===== config.mk =====
export PLATFORM = sky130hd
export DESIGN_NAME = text_mode_terminal_writer_core
export DESIGN_NICKNAME = d
export VERILOG_FILES = /design/src/design/tmtw_pkg.sv /design/src/design/text_mode_terminal_writer_core.sv
export VERILOG_INCLUDE_DIRS = /design/src /design/src/design
export SDC_FILE = /design/constraint.sdc
export NUM_CORES = 1
export LEC_CHECK = 0
export BUFFER_PORTS_ARGS = -buffer_cell sky130_fd_sc_hd__clkbuf_2
export CAP_MARGIN = 5
export CORE_MARGIN = 2
export CORE_UTILIZATION = 46
export CTS_CLUSTER_DIAMETER = 60
export DETAILED_ROUTE_END_ITERATION = 10
export GPL_ROUTABILITY_DRIVEN = 0
export PLACE_DENSITY = 0.65
export SETUP_SLACK_MARGIN = 0.4
export SYNTH_ARGS = -nofsm -noshare
export SYNTH_HDL_FRONTEND = slang
export SYNTH_SLANG_ARGS = --single-unit

===== constraint.sdc =====
create_clock -name clk -period 10.4 [get_ports clk]
set_input_delay 2.08 -clock clk [delete_from_list [all_inputs] [get_ports clk]]
set_output_delay 2.08 -clock clk [all_outputs]
set_load 0.05 [all_outputs]

===== src/design/text_mode_terminal_writer_core_defines.svh =====
// ----------------------------------------------------------------------------
// Text-mode terminal writer: assertion macros
// Shorthand for the clocked checks at the end of the core.
// ----------------------------------------------------------------------------
`ifndef TEXT_MODE_TERMINAL_WRITER_CORE_DEFINES_SVH
`define TEXT_MODE_TERMINAL_WRITER_CORE_DEFINES_SVH

// Condition must hold at every clock edge outside reset.
`define TMTW_ASSERT_ALWAYS(label, cond, msg) \
	label: assert property (@(posedge clk) disable iff (!arst_n) (cond)) else $error(msg);

// Consequent must hold in the cycle after the antecedent.
`define TMTW_ASSERT_NEXT(label, ante, cons, msg) \
	label: assert property (@(posedge clk) disable iff (!arst_n) (ante) |=> (cons)) else $error(msg);

`endif


===== src/design/tmtw_pkg.sv =====
// ----------------------------------------------------------------------------
// tmtw_pkg
// Screen geometry, character codes and types of the text-mode terminal writer.
// ----------------------------------------------------------------------------
`default_nettype none

package tmtw_pkg;

	// screen geometry
	localparam int COLUMNS  = 80;
	localparam int ROWS     = 25;
	localparam int CELLS    = COLUMNS * ROWS;
	localparam int TAB_STOP = 8;

	localparam int COL_W  = $clog2(COLUMNS);
	localparam int ROW_W  = (ROWS > 1) ? $clog2(ROWS) : 1;
	localparam int ADDR_W = $clog2(CELLS);
	localparam int OUT_W  = 11;

	typedef logic [COL_W-1:0]  col_t;
	typedef logic [COL_W:0]    colx_t;
	typedef logic [ROW_W-1:0]  row_t;
	typedef logic [ADDR_W-1:0] addr_t;
	typedef logic [OUT_W-1:0]  out_idx_t;
	typedef logic [7:0]        code_t;
	typedef logic [7:0]        attr_t;
	typedef logic [15:0]       cell_t;

	// control codes
	localparam code_t CODE_BACKSPACE = 8'd8;
	localparam code_t CODE_TAB       = 8'd9;
	localparam code_t CODE_NEWLINE   = 8'd10;
	localparam code_t CODE_RETURN    = 8'd13;
	localparam code_t CODE_SPACE     = 8'h20;

	localparam attr_t RESET_ATTR = 8'h0F;

	typedef enum logic [1:0] {
		ST_CLEAR,
		ST_IDLE,
		ST_COPY,
		ST_BLANK
	} state_t;

endpackage

`default_nettype wire


===== src/design/text_mode_terminal_writer_core.sv =====
// ----------------------------------------------------------------------------
// text_mode_terminal_writer_core
// Character-stream writer into a text screen store with cursor and scroll.
// ----------------------------------------------------------------------------
// One char_code item in, one result item out. Backspace, tab, newline and
// carriage return move the cursor; every other code is written as a cell
// {text_attribute, code} at the cursor, which then advances. The result
// carries the new linear cursor position and the cell write, if any. The
// screen lives in a single 2000 x 16 synchronous RAM (one write and one
// read port, registered read data). After an item that does not scroll the
// next one can follow directly, provided the result register is free or
// being emptied. An item that leaves the last row starts a scroll that
// walks the RAM: read-one-row-down/write-back for every cell above the
// bottom row, then blanking of the bottom row, with char_stall high
// throughout. After reset a clearing pass writes a blank cell with
// attribute 0x0F to every entry before the first item is taken. The
// result of the scrolling item is presented at once and can be taken
// during the scroll.
// Configuration writes (text_attribute) are always ready; they take effect
// on the next item. Blank cells made by a scroll use the attribute that was
// current when the scrolling item was accepted.
// ----------------------------------------------------------------------------
`default_nettype none
`include "text_mode_terminal_writer_core_defines.svh"

module text_mode_terminal_writer_core (
	input  wire logic                     clk,
	input  wire logic                     arst_n,
	// character item channel
	input  wire logic                     char_valid,
	output logic                          char_stall,
	input  wire tmtw_pkg::code_t          char_code,
	// result item channel
	output logic                          result_valid,
	input  wire logic                     result_stall,
	output tmtw_pkg::out_idx_t            cursor_position,
	output logic                          cursor_update,
	output logic                          cell_write,
	output tmtw_pkg::out_idx_t            cell_index,
	output tmtw_pkg::cell_t               cell_value,
	output logic                          scrolled,
	// text_attribute register write
	input  wire logic                     cfg_valid,
	output logic                          cfg_ready,
	input  wire tmtw_pkg::attr_t          cfg_data
);

	// ------------------------------------------------------------------
	// state
	// ------------------------------------------------------------------
	tmtw_pkg::state_t state_q, state_nxt;
	tmtw_pkg::addr_t  sweep_q;
	logic             sweep_end;

	tmtw_pkg::col_t   cursor_col_q;
	tmtw_pkg::row_t   cursor_row_q;
	tmtw_pkg::addr_t  cursor_pos_q;   // row * COLUMNS + col, kept incrementally
	tmtw_pkg::attr_t  attr_q;
	tmtw_pkg::attr_t  blank_attr_q;   // attribute for the scroll's bottom row

	// screen RAM
	tmtw_pkg::cell_t  screen_mem [tmtw_pkg::CELLS];
	tmtw_pkg::cell_t  rd_data_q;
	tmtw_pkg::addr_t  rd_addr;
	logic             rd_en;

	// write stage: every RAM write passes through here, one per cycle
	logic             wr_en_s1;
	tmtw_pkg::addr_t  wr_addr_s1;
	logic             wr_from_rd_s1;
	tmtw_pkg::cell_t  wr_data_s1;
	tmtw_pkg::cell_t  wr_data;

	logic             issue_en;
	tmtw_pkg::addr_t  issue_addr;
	logic             issue_from_rd;
	tmtw_pkg::cell_t  issue_data;

	// result register
	logic             result_valid_q;
	tmtw_pkg::addr_t  res_pos_q;
	logic             res_upd_q;
	logic             res_wr_q;
	tmtw_pkg::addr_t  res_idx_q;
	tmtw_pkg::cell_t  res_val_q;
	logic             res_scr_q;

	// item decode
	logic             accept;
	tmtw_pkg::col_t   nxt_col;
	tmtw_pkg::row_t   nxt_row;
	tmtw_pkg::addr_t  nxt_pos;
	tmtw_pkg::addr_t  line_base;
	tmtw_pkg::colx_t  tab_col;
	logic             item_upd;
	logic             item_wr;
	tmtw_pkg::addr_t  item_idx;
	tmtw_pkg::cell_t  item_val;
	logic             item_wrap;
	logic             item_scroll;

	// ------------------------------------------------------------------
	// handshakes
	// ------------------------------------------------------------------
	assign cfg_ready    = 1'b1;
	assign char_stall   = !((state_q == tmtw_pkg::ST_IDLE) && (!result_valid_q || !result_stall));
	assign accept       = char_valid && !char_stall;
	assign result_valid = result_valid_q;

	// ------------------------------------------------------------------
	// cursor step for one item
	// ------------------------------------------------------------------
	always_comb begin
		nxt_col   = cursor_col_q;
		nxt_row   = cursor_row_q;
		nxt_pos   = cursor_pos_q;
		line_base = cursor_pos_q - tmtw_pkg::addr_t'(cursor_col_q);
		tab_col   = (tmtw_pkg::colx_t'(cursor_col_q) + tmtw_pkg::colx_t'(tmtw_pkg::TAB_STOP))
		            & ~tmtw_pkg::colx_t'(tmtw_pkg::TAB_STOP - 1);
		item_upd  = 1'b1;
		item_wr   = 1'b0;
		item_idx  = '0;
		item_val  = '0;
		item_wrap = 1'b0;
		item_scroll = 1'b0;

		unique case (char_code)
			tmtw_pkg::CODE_BACKSPACE: begin
				if (cursor_col_q != '0) begin
					nxt_col = cursor_col_q - 1'b1;
					nxt_pos = cursor_pos_q - 1'b1;
				end else if (cursor_row_q != '0) begin
					// wrap to the last column of the row above
					nxt_col = tmtw_pkg::col_t'(tmtw_pkg::COLUMNS - 1);
					nxt_row = cursor_row_q - 1'b1;
					nxt_pos = cursor_pos_q - 1'b1;
				end else begin
					item_upd = 1'b0;
				end
				if (item_upd) begin
					item_wr  = 1'b1;
					item_idx = cursor_pos_q - 1'b1;
					item_val = {attr_q, tmtw_pkg::CODE_SPACE};
				end
			end
			tmtw_pkg::CODE_NEWLINE: begin
				nxt_col   = '0;
				item_wrap = 1'b1;
			end
			tmtw_pkg::CODE_RETURN: begin
				nxt_col = '0;
				nxt_pos = line_base;
			end
			tmtw_pkg::CODE_TAB: begin
				if (tab_col >= tmtw_pkg::colx_t'(tmtw_pkg::COLUMNS)) begin
					nxt_col   = '0;
					item_wrap = 1'b1;
				end else begin
					nxt_col = tab_col[tmtw_pkg::COL_W-1:0];
					nxt_pos = line_base + tmtw_pkg::addr_t'(tab_col);
				end
			end
			default: begin
				item_wr  = 1'b1;
				item_idx = cursor_pos_q;
				item_val = {attr_q, char_code};
				if (cursor_col_q == tmtw_pkg::col_t'(tmtw_pkg::COLUMNS - 1)) begin
					nxt_col   = '0;
					item_wrap = 1'b1;
				end else begin
					nxt_col = cursor_col_q + 1'b1;
					nxt_pos = cursor_pos_q + 1'b1;
				end
			end
		endcase

		// next row, or scroll when on the last one
		if (item_wrap) begin
			if (cursor_row_q == tmtw_pkg::row_t'(tmtw_pkg::ROWS - 1)) begin
				item_scroll = 1'b1;
				nxt_pos     = line_base;
			end else begin
				nxt_row = cursor_row_q + 1'b1;
				nxt_pos = line_base + tmtw_pkg::addr_t'(tmtw_pkg::COLUMNS);
			end
		end
	end

	// ------------------------------------------------------------------
	// sequencer: clear pass, idle, scroll copy, bottom-row blank
	// ------------------------------------------------------------------
	assign sweep_end = (sweep_q == tmtw_pkg::addr_t'(tmtw_pkg::CELLS - 1));

	always_comb begin
		state_nxt = state_q;
		unique case (state_q)
			tmtw_pkg::ST_CLEAR: if (sweep_end) state_nxt = tmtw_pkg::ST_IDLE;
			tmtw_pkg::ST_IDLE:  if (accept && item_scroll) state_nxt = tmtw_pkg::ST_COPY;
			tmtw_pkg::ST_COPY: begin
				if (sweep_q == tmtw_pkg::addr_t'(tmtw_pkg::CELLS - tmtw_pkg::COLUMNS - 1))
					state_nxt = tmtw_pkg::ST_BLANK;
			end
			tmtw_pkg::ST_BLANK: if (sweep_end) state_nxt = tmtw_pkg::ST_IDLE;
			default:            state_nxt = tmtw_pkg::ST_IDLE;
		endcase
	end

	// RAM access issued by the sequencer
	always_comb begin
		issue_en      = 1'b0;
		issue_addr    = sweep_q;
		issue_from_rd = 1'b0;
		issue_data    = {tmtw_pkg::RESET_ATTR, tmtw_pkg::CODE_SPACE};
		rd_en         = 1'b0;
		rd_addr       = sweep_q + tmtw_pkg::addr_t'(tmtw_pkg::COLUMNS);
		unique case (state_q)
			tmtw_pkg::ST_CLEAR: begin
				issue_en = 1'b1;
			end
			tmtw_pkg::ST_IDLE: begin
				issue_en   = accept && item_wr;
				issue_addr = item_idx;
				issue_data = item_val;
			end
			tmtw_pkg::ST_COPY: begin
				// read one row down now, write it back next cycle
				rd_en         = 1'b1;
				issue_en      = 1'b1;
				issue_from_rd = 1'b1;
			end
			tmtw_pkg::ST_BLANK: begin
				issue_en   = 1'b1;
				issue_data = {blank_attr_q, tmtw_pkg::CODE_SPACE};
			end
			default: begin
				issue_en = 1'b0;
			end
		endcase
	end

	always_ff @(posedge clk or negedge arst_n) begin
		if (!arst_n) begin
			state_q <= tmtw_pkg::ST_CLEAR;
			sweep_q <= '0;
		end else begin
			state_q <= state_nxt;
			if (state_q != tmtw_pkg::ST_IDLE) begin
				if (state_q != tmtw_pkg::ST_COPY && sweep_end)
					sweep_q <= '0;
				else
					sweep_q <= sweep_q + 1'b1;
			end
		end
	end

	// ------------------------------------------------------------------
	// cursor and attribute
	// ------------------------------------------------------------------
	always_ff @(posedge clk or negedge arst_n) begin
		if (!arst_n) begin
			cursor_col_q <= '0;
			cursor_row_q <= '0;
			cursor_pos_q <= '0;
			attr_q       <= tmtw_pkg::RESET_ATTR;
		end else begin
			if (accept) begin
				cursor_col_q <= nxt_col;
				cursor_row_q <= nxt_row;
				cursor_pos_q <= nxt_pos;
			end
			if (cfg_valid && cfg_ready)
				attr_q <= cfg_data;
		end
	end

	always_ff @(posedge clk) begin
		if (accept)
			blank_attr_q <= attr_q;
	end

	// ------------------------------------------------------------------
	// write stage and screen RAM
	// ------------------------------------------------------------------
	always_ff @(posedge clk or negedge arst_n) begin
		if (!arst_n)
			wr_en_s1 <= 1'b0;
		else
			wr_en_s1 <= issue_en;
	end

	always_ff @(posedge clk) begin
		wr_addr_s1    <= issue_addr;
		wr_from_rd_s1 <= issue_from_rd;
		wr_data_s1    <= issue_data;
	end

	assign wr_data = wr_from_rd_s1 ? rd_data_q : wr_data_s1;

	always_ff @(posedge clk) begin
		if (wr_en_s1)
			screen_mem[wr_addr_s1] <= wr_data;
	end

	always_ff @(posedge clk) begin
		if (rd_en)
			rd_data_q <= screen_mem[rd_addr];
	end

	// ------------------------------------------------------------------
	// result register
	// ------------------------------------------------------------------
	always_ff @(posedge clk or negedge arst_n) begin
		if (!arst_n)
			result_valid_q <= 1'b0;
		else if (accept)
			result_valid_q <= 1'b1;
		else if (!result_stall)
			result_valid_q <= 1'b0;
	end

	always_ff @(posedge clk) begin
		if (accept) begin
			res_pos_q <= nxt_pos;
			res_upd_q <= item_upd;
			res_wr_q  <= item_wr;
			res_idx_q <= item_idx;
			res_val_q <= item_val;
			res_scr_q <= item_scroll;
		end
	end

	assign cursor_position = tmtw_pkg::out_idx_t'(res_pos_q);
	assign cursor_update   = res_upd_q;
	assign cell_write      = res_wr_q;
	assign cell_index      = tmtw_pkg::out_idx_t'(res_idx_q);
	assign cell_value      = res_val_q;
	assign scrolled        = res_scr_q;

	// ------------------------------------------------------------------
	// checks
	// ------------------------------------------------------------------
	`TMTW_ASSERT_ALWAYS(a_cursor_range, (int'(cursor_col_q) < tmtw_pkg::COLUMNS) && (int'(cursor_row_q) < tmtw_pkg::ROWS), "cursor outside the screen")
	`TMTW_ASSERT_ALWAYS(a_pos_match, int'(cursor_pos_q) == int'(cursor_row_q) * tmtw_pkg::COLUMNS + int'(cursor_col_q), "linear cursor out of step with row and column")
	`TMTW_ASSERT_NEXT(a_scroll_walk, accept && item_scroll, state_q == tmtw_pkg::ST_COPY, "scrolling item did not start the copy")
	`TMTW_ASSERT_ALWAYS(a_copy_addr, !(wr_en_s1 && wr_from_rd_s1) || (int'(wr_addr_s1) < tmtw_pkg::CELLS - tmtw_pkg::COLUMNS), "scroll copy wrote into the bottom row")

endmodule

`default_nettype wire


==> flow_summary.toml <==
[timing]
timing.final.setup_violations = 0
finalSetupTns_ps = 0
final_period_minus_worst_setup_slack_ps = 5020
timing_hold_violations_final = 0
rsz_0062_raised_after_global_routing = "false"
fmaxAchievable_mhz = 199
max-slew-margin-rel_pct = 31.2
fin_worst_skew_ps = 7.66
setup_ws_ps = 5380
holdWs_ps = 496
max_slew.worst_pin.slew_ps = 1020
report.final.slew_viol_count = 0
timing.final.crit_share_pct = 48.3

[route]
drt_drc_violations_left = 0
ant_nets = 0
num_vias = 4971
wl_per_cell_um = 16.9
route.final.wire_length_um = 14100
drt_iter0_markers = 329
post_drt_via_cell_ratio = 5.97
drt_pre_antenna_iters = 5

[logic_synthesis]
syn-num-nets = 667
synth.top_cells.by_count = "nand2_1, nor2_1, dfrtp_1, edfxtp_1, a21oi_1"
yosys.cell_types.count = 87
post_synth_instance_area_sq_mm = 0.00590
synth_seq_cells = 86
fraction_of_synthesized_cell_area_taken_by_the_top_area_cell_type_pct = 20.9
synth.top_cells.by_area = "edfxtp_1, dfrtp_1, ha_1"
synth-seq-area-share_pct = 40.1
synth_cells = 618
synth.avg_cell_area_sq_um = 9.54
async_flop_share_pct = 52.3
yosysTopAreaCell = "edfxtp_1"
post_synth_edffs = 41
most_common_cell_in_the_synthesized_netlist = "nand2_1"
ys_warn_count = 0
synth-main-ff-cell = "edfxtp_1"

[worst_hold_path]
hold_path.class = "register to register"

[power]
peakVddDrop_uv = 128
power.combinational.fraction_pct = 57.1
p_clk_share_pct = 15.2
leakage_uw = 0.00266
power_per_cell_area_mw_per_mm2 = 299
power.share.switching_pct = 47.0
seqPwrFrac_pct = 27.7
power_switching_uw = 921
intPower_uw = 1040

[floorplanning]
io_pins = 65
die-height_um = 117
dieWidth_um = 117
die_area_sq_mm = 0.0137
num_rows = 41
fp.coreArea_sq_mm = 0.0126
starting_density_pct = 46.9

[clock_network]
clk-insertion-delay-late_ps = 350
cts.hold.buffers_added = 0
worst_setup_hold_path_clk_slew_ps = 60
cts.repair_timing.setup_buffer_count = 0
cts_root_cell = "clkbuf_16"
tritoncts_num_sinks = 86
post_cts_resize_count = 0
number_of_buffers_added_by_the_clock_tree_synthesis_step = 9
clock_tree_from_tritoncts = "yes"
htree_num_levels = 3
ctsLongestPathBuffers = 2

[global_routing]
groute.usage.overall_pct = 21.8
grt_pass1_wl_um = 23300
grt_overflow = 0
grt_antenna_before_repair = 0
grt_start_max_net_pins = 58
grt_pass1_vias = 4671

[worst_setup_path]
regToRegStartpoint = "cursor_pos_q[0]$_DFFE_PN0P_"
critical_path_cell_count = 9
critical_path.max_fanout = 14
r2r_end = "cursor_pos_q[10]$_DFFE_PN0P_"
startpoint_type = "primary input"
required_time_of_the_critical_path_ps = 10670
worst_setup_path_end_kind = "register"
worst_setup_path_startpoint = "char_code[7]"
cp_cell_sequence = "clkbuf_2, nor4_2, nand3_2, and2_1, or2_1, o31ai_1, nand2_1, a21oi_1, mux2i_1"
worst_path_max_delay_cell = "nor4_2"
critPathBufInv = 1
ff2ff_setup_slack_ps = 6090
critical-path-top-delay-family = "simple AND/OR/NAND/NOR gates"
critPathKind = "primary input to register"
endpoint = "state_q[0]$_DFFE_PN0P_"
worst_r2r_path_depth = 17
worst_path_largest_cell_delay_ps = 890
arrival_ps = 5290

[finish]
nFillCells = 1181
final_net_count = 705
post_layout_nonfiller_instances = 833
antenna_cells_inserted = 0
post_route_cells_drive_above_1_share_pct = 19.7
syn_to_final_growth_pct = 11.0

[run]
max_cap_violations = 0

[placed_design]
place.port_buffers = 63
post-dp-hpwl_um = 10300
dpl.cell_count = 817
pre_cts_slack_ps = 5100

[outcome]
run_status = "finished, final reports clean"
cell type report:
cell class	instances	area [sq um]	share of cell area, %
sequential	86	2360	36.1
clock inverter	7	47.5	0.726
tap	172	215	3.29
inverter	28	105	1.61
timing repair buffer	66	338	5.16
multi-input combinational	465	3250	49.7
clock buffer	9	225	3.44
registers in the layout (all words and copies together) (netlist names):
| register | count |
|---|---|
| cell_index | 11 |
| attr_q | 8 |
| result_valid | 1 |
| scrolled | 1 |
| cell_value | 16 |
| cursor_position | 11 |
| sweep_q | 11 |
| cursor_pos_q | 11 |
| cursor_row_q | 5 |
| state_q | 2 |
| cell_write | 1 |
| cursor_col_q | 7 |
| cursor_update | 1 |
how the worst min path moves through the flow:
stage	from	end	slack [ps]	cells after the start
after floorplan	sweep_q[2]$_DFFE_PN0P_	sweep_q[2]$_DFFE_PN0P_	460	1
after global placement	attr_q[7]$_DFFE_PN0P_	attr_q[7]$_DFFE_PN0P_	480	1
after detailed placement	attr_q[5]$_DFFE_PN0P_	attr_q[5]$_DFFE_PN0P_	490	1
after CTS	sweep_q[2]$_DFFE_PN0P_	sweep_q[2]$_DFFE_PN0P_	500	1
after global routing	attr_q[6]$_DFFE_PN0P_	attr_q[6]$_DFFE_PN0P_	510	1
final	sweep_q[2]$_DFFE_PN0P_	sweep_q[2]$_DFFE_PN0P_	500	1
kinds of logic (layout without fill, tap and decap cells):
group,count (synthesis),after routing,share of synthesized area [%]
XOR/XNOR,33,33,5.03
flip-flops,86,86,40.1
buffers and inverters,67,110,4.82
other,1,1,0.0636
adder cells (fa/ha/maj),28,28,6.19
AO/OA/AOI/OAI,166,166,19.5
multiplexers,28,28,5.35
AND/OR/NAND/NOR,209,209,19.0
worst reg2reg max path, delay by kind of cell (launching register included):
family                     cells  cell delay, ps
muxes                          1             150
and+or+nand+nor                3             550
buffers and inverters          2             230
DFF                            1             490
AOI/OAI and AO/OA              8            1880
adders and majority gates      3             950
cell usage in the layout, fill, tap and decap left out, types with 3 or more instances in the layout:
cell type,count
a31oi_1,17
nand2b_1,10
nand4_1,9
xor2_1,12
or3_1,7
clkbuf_16,9
nor2b_1,12
a22oi_1,6
a21oi_1,34
nor3_2,3
buf_4,3
mux2_2,17
xnor2_1,20
a211o_1,4
o211ai_1,3
a21o_1,8
ha_1,26
mux2i_1,9
o31ai_1,5
o21ai_1,10
nor3_1,7
dfstp_2,4
and2_1,5
a221o_1,3
clkbuf_2,63
nand2_1,52
dfrtp_1,41
edfxtp_1,41
nand3_1,23
nor2_1,50
o21ai_0,26
inv_1,27
o22ai_1,11
a211oi_1,4
and3_1,8
and4_1,3
power groups by stage:
stage / Combinational (uW) / Sequential [uW] / Clock (uW)
floorplan: 833 / 580 / 0
global placement: 1080 / 544 / 0
detailed placement: 1100 / 548 / 0
CTS: 1110 / 541 / 305
global route: 1230 / 557 / 317
finish: 1120 / 544 / 297
stage by stage:
step,total power (uW),util [%],instance area [sq um]
floorplan,1410,-,5900
global placement,1630,49.9,6270
detailed placement,1650,49.9,6270
CTS,1950,52.1,6550
global route,2110,52.1,6550
finish,1960,52.1,6550
per-layer routing:
| layer | global-route usage [%] | wire length (um) | vias up |
|---|---|---|---|
| li1 | - | - | 2347 |
| met1 | 29.4 | 6390 | 2415 |
| met2 | 34.9 | 6530 | 181 |
| met3 | 4.33 | 875 | 28 |
| met4 | 8.24 | 308 | 0 |
| met5 | 0 | 0 | - |
Note: power is estimated with default switching activity, not from simulation.
